<file path="config.mk">
export PLATFORM = sky130hd
export DESIGN_NAME = jti_ctrl
export DESIGN_NICKNAME = d
export VERILOG_FILES = /design/src/hw/rtl/jerk_triple_integrator_defines.svh /design/src/hw/rtl/jti_pkg.sv /design/src/hw/rtl/jti_ctrl.sv
export SDC_FILE = /design/constraint.sdc
export NUM_CORES = 1
export LEC_CHECK = 0
export BUFFER_PORTS_ARGS = -buffer_cell sky130_fd_sc_hd__buf_2
export CORE_MARGIN = 4
export CORE_UTILIZATION = 54
export DETAILED_ROUTE_END_ITERATION = 10
export PLACE_DENSITY = 0.79
export SLEW_MARGIN = 10
export SYNTH_ARGS = -nofsm -noshare
export SYNTH_HDL_FRONTEND = slang
export SYNTH_SLANG_ARGS = --single-unit
</file>
<file path="constraint.sdc">
create_clock -name clk -period 2.2 [get_ports clk]
set_input_delay 0.44 -clock clk [delete_from_list [all_inputs] [get_ports clk]]
set_output_delay 0.44 -clock clk [all_outputs]
set_load 0.02 [all_outputs]
</file>
<file path="src/hw/rtl/jerk_triple_integrator_defines.svh">
// Assertion macros shared by the jerk triple integrator RTL.
`ifndef JERK_TRIPLE_INTEGRATOR_DEFINES_SVH
`define JERK_TRIPLE_INTEGRATOR_DEFINES_SVH

// Same-cycle implication, disabled during reset.
`define JTI_ASSERT_NOW(label, clk, rst_n, a, b) \
    label: assert property (@(posedge clk) disable iff (!rst_n) (a) |-> (b)) \
        else $error("jti assertion failed");

// Next-cycle implication, disabled during reset.
`define JTI_ASSERT_NEXT(label, clk, rst_n, a, b) \
    label: assert property (@(posedge clk) disable iff (!rst_n) (a) |=> (b)) \
        else $error("jti assertion failed");

`endif

</file>
<file path="src/hw/rtl/jti_pkg.sv">
// Package with types, constants and limit tables of the jerk triple integrator.
package jti_pkg;

    localparam int NUM_JOINTS_DEF = 7;
    localparam int JIDX_W = 5;
    localparam logic [19:0] US_PER_S = 20'd1000000;
    localparam logic [21:0] US_PER_2S = 22'd2000000;
    // floor(2^51 / 1e6): dt estimate is elapsed * DT_RECIP / 2^19.
    localparam logic [31:0] DT_RECIP = 32'd2251799813;
    localparam logic [31:0] RECIP6 = 32'hAAAAAAAB;

    localparam logic [1:0] CFG_TIMEOUT = 2'd0;
    localparam logic [1:0] CFG_DT_MAX = 2'd1;
    localparam logic [1:0] CFG_DT_MIN = 2'd2;
    localparam logic [1:0] CFG_DEFAULT_DT = 2'd3;

    localparam logic OP_SOLUTION = 1'b0;
    localparam logic OP_TICK = 1'b1;

    typedef struct packed {
        logic        opcode;
        logic [2:0]  joint_index;
        logic [31:0] time_us;
        logic signed [31:0] start_position;
        logic signed [31:0] start_velocity;
        logic signed [31:0] start_acceleration;
        logic signed [31:0] jerk_value;
        logic        jerk_valid;
        logic        last_joint;
    } in_item_t;

    typedef struct packed {
        logic [2:0]  out_joint;
        logic signed [31:0] cmd_position;
        logic signed [31:0] cmd_velocity;
        logic signed [31:0] cmd_acceleration;
        logic        last_of_run;
    } out_item_t;

    typedef enum logic [3:0] {
        MS_QEST, MS_QBACK, MS_D2, MS_D3, MS_SD3, MS_VDT, MS_AHD2, MS_KSD3, MS_ADT,
        MS_KHD2, MS_KDT
    } mul_sel_t;

    typedef struct packed {
        logic        apply_sol;
        logic        kill;
        logic        start_tick;
        logic        div_fix;
        logic        mul_go;
        mul_sel_t    mul_sel;
        logic        joint_init;
        logic        finish;
        logic [JIDX_W-1:0] joint;
    } cmd_t;

    typedef struct packed {
        logic is_tick;
        logic live;
        logic expired;
        logic out_free;
    } status_t;

    // Limit row for a joint; joints past the table use its last row.
    function automatic logic [2:0] rom_row(input logic [JIDX_W-1:0] joint);
        logic [2:0] r;
        r = (joint < JIDX_W'(7)) ? joint[2:0] : 3'd6;
        return r;
    endfunction

    function automatic logic signed [31:0] pos_lo(input logic [JIDX_W-1:0] joint);
        logic signed [31:0] v;
        case (rom_row(joint))
            3'd1: v = -32'sd1848430;
            3'd3: v = -32'sd3221016;
            3'd5: v = -32'sd18350;
            default: v = -32'sd3038039;
        endcase
        return v;
    endfunction

    function automatic logic signed [31:0] pos_hi(input logic [JIDX_W-1:0] joint);
        logic signed [31:0] v;
        case (rom_row(joint))
            3'd1: v = 32'sd1848430;
            3'd3: v = -32'sd73191;
            3'd5: v = 32'sd3934781;
            default: v = 32'sd3038039;
        endcase
        return v;
    endfunction

    function automatic logic signed [31:0] vel_lim(input logic [JIDX_W-1:0] joint);
        logic signed [31:0] v;
        case (rom_row(joint))
            3'd0, 3'd1, 3'd2, 3'd3: v = 32'sd2280653;
            default: v = 32'sd2736783;
        endcase
        return v;
    endfunction

    function automatic logic signed [31:0] acc_lim(input logic [JIDX_W-1:0] joint);
        logic signed [31:0] v;
        case (rom_row(joint))
            3'd1: v = 32'sd7864320;
            3'd2: v = 32'sd10485760;
            3'd3: v = 32'sd13107200;
            3'd5, 3'd6: v = 32'sd20971520;
            default: v = 32'sd15728640;
        endcase
        return v;
    endfunction

    // Saturate a wide sum into the given range.
    function automatic logic signed [31:0] clamp36(input logic signed [35:0] v,
                                                    input logic signed [31:0] lo,
                                                    input logic signed [31:0] hi);
        logic signed [31:0] r;
        if (v < 36'(lo))
            r = lo;
        else if (v > 36'(hi))
            r = hi;
        else
            r = v[31:0];
        return r;
    endfunction

endpackage

</file>
<file path="src/hw/rtl/jti_ctrl.sv">
// Sequencer of the jerk triple integrator: decode, dt division, joint loop.
module jti_ctrl
    import jti_pkg::*;
#(
    parameter int NUM_JOINTS = NUM_JOINTS_DEF
)
(
    input  logic    clk,
    input  logic    rst_n,
    input  logic    in_accept,
    input  status_t status,
    output cmd_t    cmd,
    output logic    busy
);

    typedef enum logic [2:0] {S_IDLE, S_DECODE, S_DIV, S_PRE, S_JOINT, S_FIN} state_t;

    state_t            state_reg, state_next;
    logic [4:0]        step_reg, step_next;
    logic [JIDX_W-1:0] joint_reg, joint_next;

    // Next state and command decode.
    always_comb
    begin
        state_next = state_reg;
        step_next  = step_reg;
        joint_next = joint_reg;
        cmd        = '0;
        cmd.mul_sel = MS_D2;
        cmd.joint  = joint_reg;
        unique case (state_reg)
            S_IDLE:
            begin
                if (in_accept)
                    state_next = S_DECODE;
            end
            S_DECODE:
            begin
                state_next = S_IDLE;
                if (!status.is_tick)
                    cmd.apply_sol = 1'b1;
                else if (status.live && status.expired)
                    cmd.kill = 1'b1;
                else if (status.live)
                begin
                    cmd.start_tick = 1'b1;
                    step_next = '0;
                    state_next = S_DIV;
                end
            end
            S_DIV:
            begin
                // Reciprocal estimate, back-multiply, then one correction step.
                cmd.mul_go  = (step_reg == 5'd0) || (step_reg == 5'd2);
                cmd.div_fix = (step_reg == 5'd4);
                case (step_reg)
                    5'd2: cmd.mul_sel = MS_QBACK;
                    default: cmd.mul_sel = MS_QEST;
                endcase
                step_next = step_reg + 5'd1;
                if (step_reg == 5'd4)
                begin
                    step_next = '0;
                    state_next = S_PRE;
                end
            end
            S_PRE:
            begin
                // Even steps issue a product, odd steps let it land.
                cmd.mul_go = !step_reg[0];
                case (step_reg)
                    5'd2: cmd.mul_sel = MS_D3;
                    5'd4: cmd.mul_sel = MS_SD3;
                    default: cmd.mul_sel = MS_D2;
                endcase
                step_next = step_reg + 5'd1;
                if (step_reg == 5'd5)
                begin
                    step_next = '0;
                    joint_next = '0;
                    state_next = S_JOINT;
                end
            end
            S_JOINT:
            begin
                cmd.joint_init = (step_reg == 5'd0);
                cmd.mul_go = (step_reg <= 5'd5);
                case (step_reg)
                    5'd1: cmd.mul_sel = MS_AHD2;
                    5'd2: cmd.mul_sel = MS_KSD3;
                    5'd3: cmd.mul_sel = MS_ADT;
                    5'd4: cmd.mul_sel = MS_KHD2;
                    5'd5: cmd.mul_sel = MS_KDT;
                    default: cmd.mul_sel = MS_VDT;
                endcase
                step_next = step_reg + 5'd1;
                if (step_reg == 5'd6)
                    state_next = S_FIN;
            end
            S_FIN:
            begin
                if (status.out_free)
                begin
                    cmd.finish = 1'b1;
                    step_next = '0;
                    if (joint_reg == JIDX_W'(NUM_JOINTS - 1))
                        state_next = S_IDLE;
                    else
                    begin
                        joint_next = joint_reg + JIDX_W'(1);
                        state_next = S_JOINT;
                    end
                end
            end
            default: state_next = S_IDLE;
        endcase
    end

    // State and counters.
    always_ff @(posedge clk or negedge rst_n)
    begin
        if (!rst_n)
        begin
            state_reg <= S_IDLE;
            step_reg  <= '0;
            joint_reg <= '0;
        end
        else
        begin
            state_reg <= state_next;
            step_reg  <= step_next;
            joint_reg <= joint_next;
        end
    end

    assign busy = (state_reg != S_IDLE);

endmodule

</file>
# [Word level (Yosys, flattened, before mapping)]
# Cells that the tools add are included.
[classes] n_addsub=2 n_lt_le_gt_ge=1 n_eq_ne=21 mux=35 n_reduce_logical=11
[ops] operator="$mux W5" n=9
[ops] operator="$pmux W5 S5" n=1
[ops] operator="$mux W3" n=7
[ops] operator="$eq A5 B3 Y1 const B" n=4
[ops] operator="$pmux W4 S5" n=1
[ops] operator="$ne A2 B2 Y1 const B" n=9
[ops] operator="$pmux W3 S6" n=1
[ops] operator="$pmux W5 S3" n=1
[ops] operator="$add A5 B1 Y5 const B" n=2
[ops] operator="$eq A5 B2 Y1 const B" n=2
[ops] operator="$pmux W5 S2" n=1
[ops] operator="$reduce_and A5 Y1" n=2
[ops] operator="$mux W1" n=9
[ops] operator="$mux W2" n=4
[ops] operator="$eq A3 B2 Y1 const B" n=2
[ops] operator="$eq A3 B3 Y1 const B" n=2
[ops] operator="$pmux W3 S2" n=1
[ops] operator="$eq A5 B1 Y1 const B" n=1
[ops] operator="$le A5 B3 Y1 const B" n=1
[ops] operator="$logic_not A5 Y1" n=1
[ops] operator="$reduce_bool A5 Y1" n=1
[ops] operator="$reduce_and A4 Y1" n=1
[ops] operator="$eq A3 B1 Y1 const B" n=1
[ops] operator="$logic_not A3 Y1" n=1
[ops] operator="other kinds (5)" n=5
[totals] reg_bits=13 elab_cells=73

# [Longest topological paths before layout]
[depth] ltp_word=4 ltp_mapped=7 ltp_nobuf=6

# [Least setup slack after synthesis]
# Ideal clock, no wire load.
[synth_timing] path_kind="reg2out" from="register step_reg[2]" to="output port cmd[11] in the netlist's numbering" arrival_time_ps=1515 required_time_ps=1760 slack_ps=245 path_stages_with_launch=6 cell_sequence="dfrtp_1 clkbuf_1 nor3_1 o21ai_0 mux2_2 o22ai_1"
[synth_rtl] item="start: declaration" line_no="jti_ctrl.sv:19" source="logic [4:0] step_reg, step_next;"
[synth_rtl] item="start signal: assignment" line_no="jti_ctrl.sv:131" source="step_reg <= step_next;"
[synth_rtl] item="end: declaration" line_no="jti_ctrl.sv:12" source="output cmd_t cmd,"

==> metrics.md <==
| Metric | Value |
|---|---|
| Outcome | `completed` |
| Hold Slack | `0.03165 ns` |
| GR Overflow Total | `0` |
| Synthesized area | `1156 um^2` |
| Max incr delay on CP | `0.43 ns` |
| Crit path capture type | `primary output` |
| Hpwl dp | `2.096 mm` |
| WL final | `3.071 mm` |
| EDFF count, synth | `0` |
| Dpl ws | `0.2057 ns` |
| Syn_area_per_cell | `8.317 um^2` |
| Ys flop type | `dfrtp_1` |
| Synth cell count leaders | `dfrtp_1, nand3_1, o21ai_0, nand2_1, nor3_1` |
| Slowest-stage cell, CP | `dfrtp_1` |
| Port bufs | `23` |
| Area Overhead vs Synth | `26.73%` |
| Total power | `1.966 mW` |
| Sink Count | `13` |
| TritonCTS clock tree | `built` |
| Top delay family on crit path | `compound AO/OA/AOI/OAI gates` |
| Ys async rst share | `100.0%` |
| Fmax | `462.3 MHz` |
| Required time of the critical path | `1.76 ns` |
| Post-layout nets | `184` |
| Cells after synthesis | `139` |
| DRT Pass-1 Iters | `5` |
| Root Driver | `clkbuf_4` |
| Critical path class | `reg2out` |
| Post-CTS Hold Buffers | `0` |
| Residual DRC | `0` |
| Boundary Pins | `24` |
| Synth top area cells | `dfrtp_1, ha_1, nand3_1, o21ai_0, nor3_1` |
| Max Cap Viol | `0` |
| Synth Register Bits | `13` |
| Worst EP arrival | `1.72 ns` |
| Setup violators final | `0` |
| Clk Latency, worst-skew pair | `0.28 ns` |
| Netlist cell types | `45` |
| Clock skew | `0.004411 ns` |
| Slew margin rel. | `67.33%` |
| Final non-filler cell area | `1465 um^2` |
| CP Launch Type | `flip-flop` |
| Share of the synthesized area in the top cell type | `28.14%` |
| Setup Total Neg Slack | `0 ns` |
| Gpl congestion | `0.8621` |
| Clock Tree Buf Depth | `2` |
| Num CTS Buffers | `3` |
| Core footprint | `2002 um^2` |
| Row cnt | `16` |
| Via count | `1208` |
| Initial drt markers | `31` |
| Die height | `54.27 um` |
| Clock slew at reported path FFs | `0.09 ns` |
| Buf/Inv on CP | `2` |
| Starting utilization of the core area | `57.75%` |
| Vias in the first global route | `1085` |
| Peak VDD IR | `0.001071 V` |
| Syn_nets | `153` |
| Hold Crit Class | `in2async` |
| PwrDens | `1342 nW/um^2` |
| Drt wl/cell | `15.67 um` |
| Initial antenna violation count | `0` |
| Final Slew Violations | `0` |
| Die area | `2945 um^2` |
| Fin crit share | `98.32%` |
| Seq/Total Area, Yosys | `28.14%` |
| CP Max Fanout | `9` |
| Final min period | `2.163 ns` |
| Placed inst area | `1295 um^2` |
| Slew @ Worst Pin | `0.4834 ns` |
| Die width | `54.27 um` |
| Syn. warnings | `0` |
| GRT Util Overall | `22.42%` |
| ANT cells | `0` |
| First-pass GRT wire length | `4.830 mm` |
| Final hold vios | `0` |
| Cell chain of the critical path | `inv_2, ha_4, o21ai_4, o31ai_2, a21oi_1, o21bai_1, buf_4` |
| Count leader, synth | `dfrtp_1` |
| Post-synth top area cell | `dfrtp_1` |
| Number of routed nets with antenna violations | `0` |
| Largest net degree at the start of global routing | `18` |
| H-tree depth | `1` |
| Drt via density | `6.163` |
| Unrepaired setup endpoints after global routing | `true` |
| Lkg Pwr | `0.6402 nW` |
| FF-to-FF setup slack | `0.30 ns` |
| Ratio of cells with drive above 1 in the final layout | `39.64%` |
| Final setup margin | `0.03688 ns` |
## final timing paths
path	to	startpoint	cells past startpoint
max	cmd[9]	step_reg[1]$_DFFE_PN0P_	7
min	state_reg[1]$_DFFE_PN0P_	rst_n	1
max reg2reg	joint_reg[1]$_DFFE_PN0P_	joint_reg[0]$_DFFE_PN0P_	6
min reg2reg	joint_reg[4]$_DFFE_PN0P_	joint_reg[4]$_DFFE_PN0P_	1
max in group asynchronous	step_reg[0]$_DFFE_PN0P_	rst_n	1
min in group clk	state_reg[1]$_DFFE_PN0P_	status[1]	4
## cells by family (layout without fill, tap and decap cells)
kind of cell / count (synthesis) / count (layout) / share of synthesized area (%)
simple gates: 58 / 58 / 28.14
compound gates: 43 / 43 / 26.62
buf+inv: 14 / 44 / 5.736
flops: 13 / 13 / 28.14
fa+ha+maj: 7 / 7 / 7.575
mux: 4 / 4 / 3.788
## final cells by class
class                           count  area [um^2]
Clock buffer                        4        26.28
Fill cell                         146        536.8
Inverter                            7        28.78
Multi-Input combinational cell    112        849.6
Sequential cell                    13        331.6
Tap cell                           27        33.78
Timing Repair Buffer               33        195.2
## worst register-to-register path: cells and delay by family, from the launching register on
| family | cells | cell delay, ns |
|---|---|---|
| AOI/OAI and AO/OA | 1 | 0.25 |
| adders and majority gates | 1 | 0.19 |
| buffers and inverters | 1 | 0.09 |
| DFF | 1 | 0.41 |
| muxes | 1 | 0.36 |
| and+or+nand+nor | 2 | 0.49 |
## metrics by stage
step / util (%) / std cells
final: 73.19 / 196
after global routing: 73.19 / 196
after CTS: 68.31 / 192
after detailed placement: 64.69 / 186
after global placement: 64.69 / 186
after floorplan: - / 139
## report_power, final
part           switching, mW  internal (mW)  leakage, nW  total, mW
Clock                 0.0865         0.0703       0.0150      0.157
Combinational          0.764          0.577        0.466       1.34
Sequential             0.144          0.325        0.159      0.468
## cell usage in the layout, fill, tap and decap left out, drive strengths merged, types with 2 or more instances in the layout
master,netlist,final
buf,4,32
dfrtp,13,13
o21ai,12,12
nand3,11,11
nand2,9,9
nor3,8,8
a21oi,8,8
inv,7,7
ha,7,7
a31oi,6,6
nor2,6,6
nand2b,5,5
clkbuf,3,5
o211ai,4,4
mux2,3,3
or3,2,2
or3b,2,2
nand3b,2,2
and3,2,2
or2,2,2
nor4bb,2,2
a41oi,2,2
nor2b,2,2
o31ai,2,2
o22ai,2,2
and2,2,2
## repair_timing
item	CTS	global route
gates resized for setup	10	18
pin swaps	0	2
setup buffers	2	4
hold endpoints to repair	0	0
setup endpoints to repair	5	7
## per-layer routing
metal / wire length, um / vias to the layer above / share of wire, % / global-route usage (%)
met1: 1293 / 563 / 42 / 29.24
li1: - / 585 / - / -
met4: 92 / 0 / 3.0 / 6.224
met2: 1517 / 50 / 49 / 38.84
met3: 167 / 10 / 5.4 / 2.452
met5: 0 / - / 0 / 0
No activity file was read; power rests on OpenSTA's default activity.
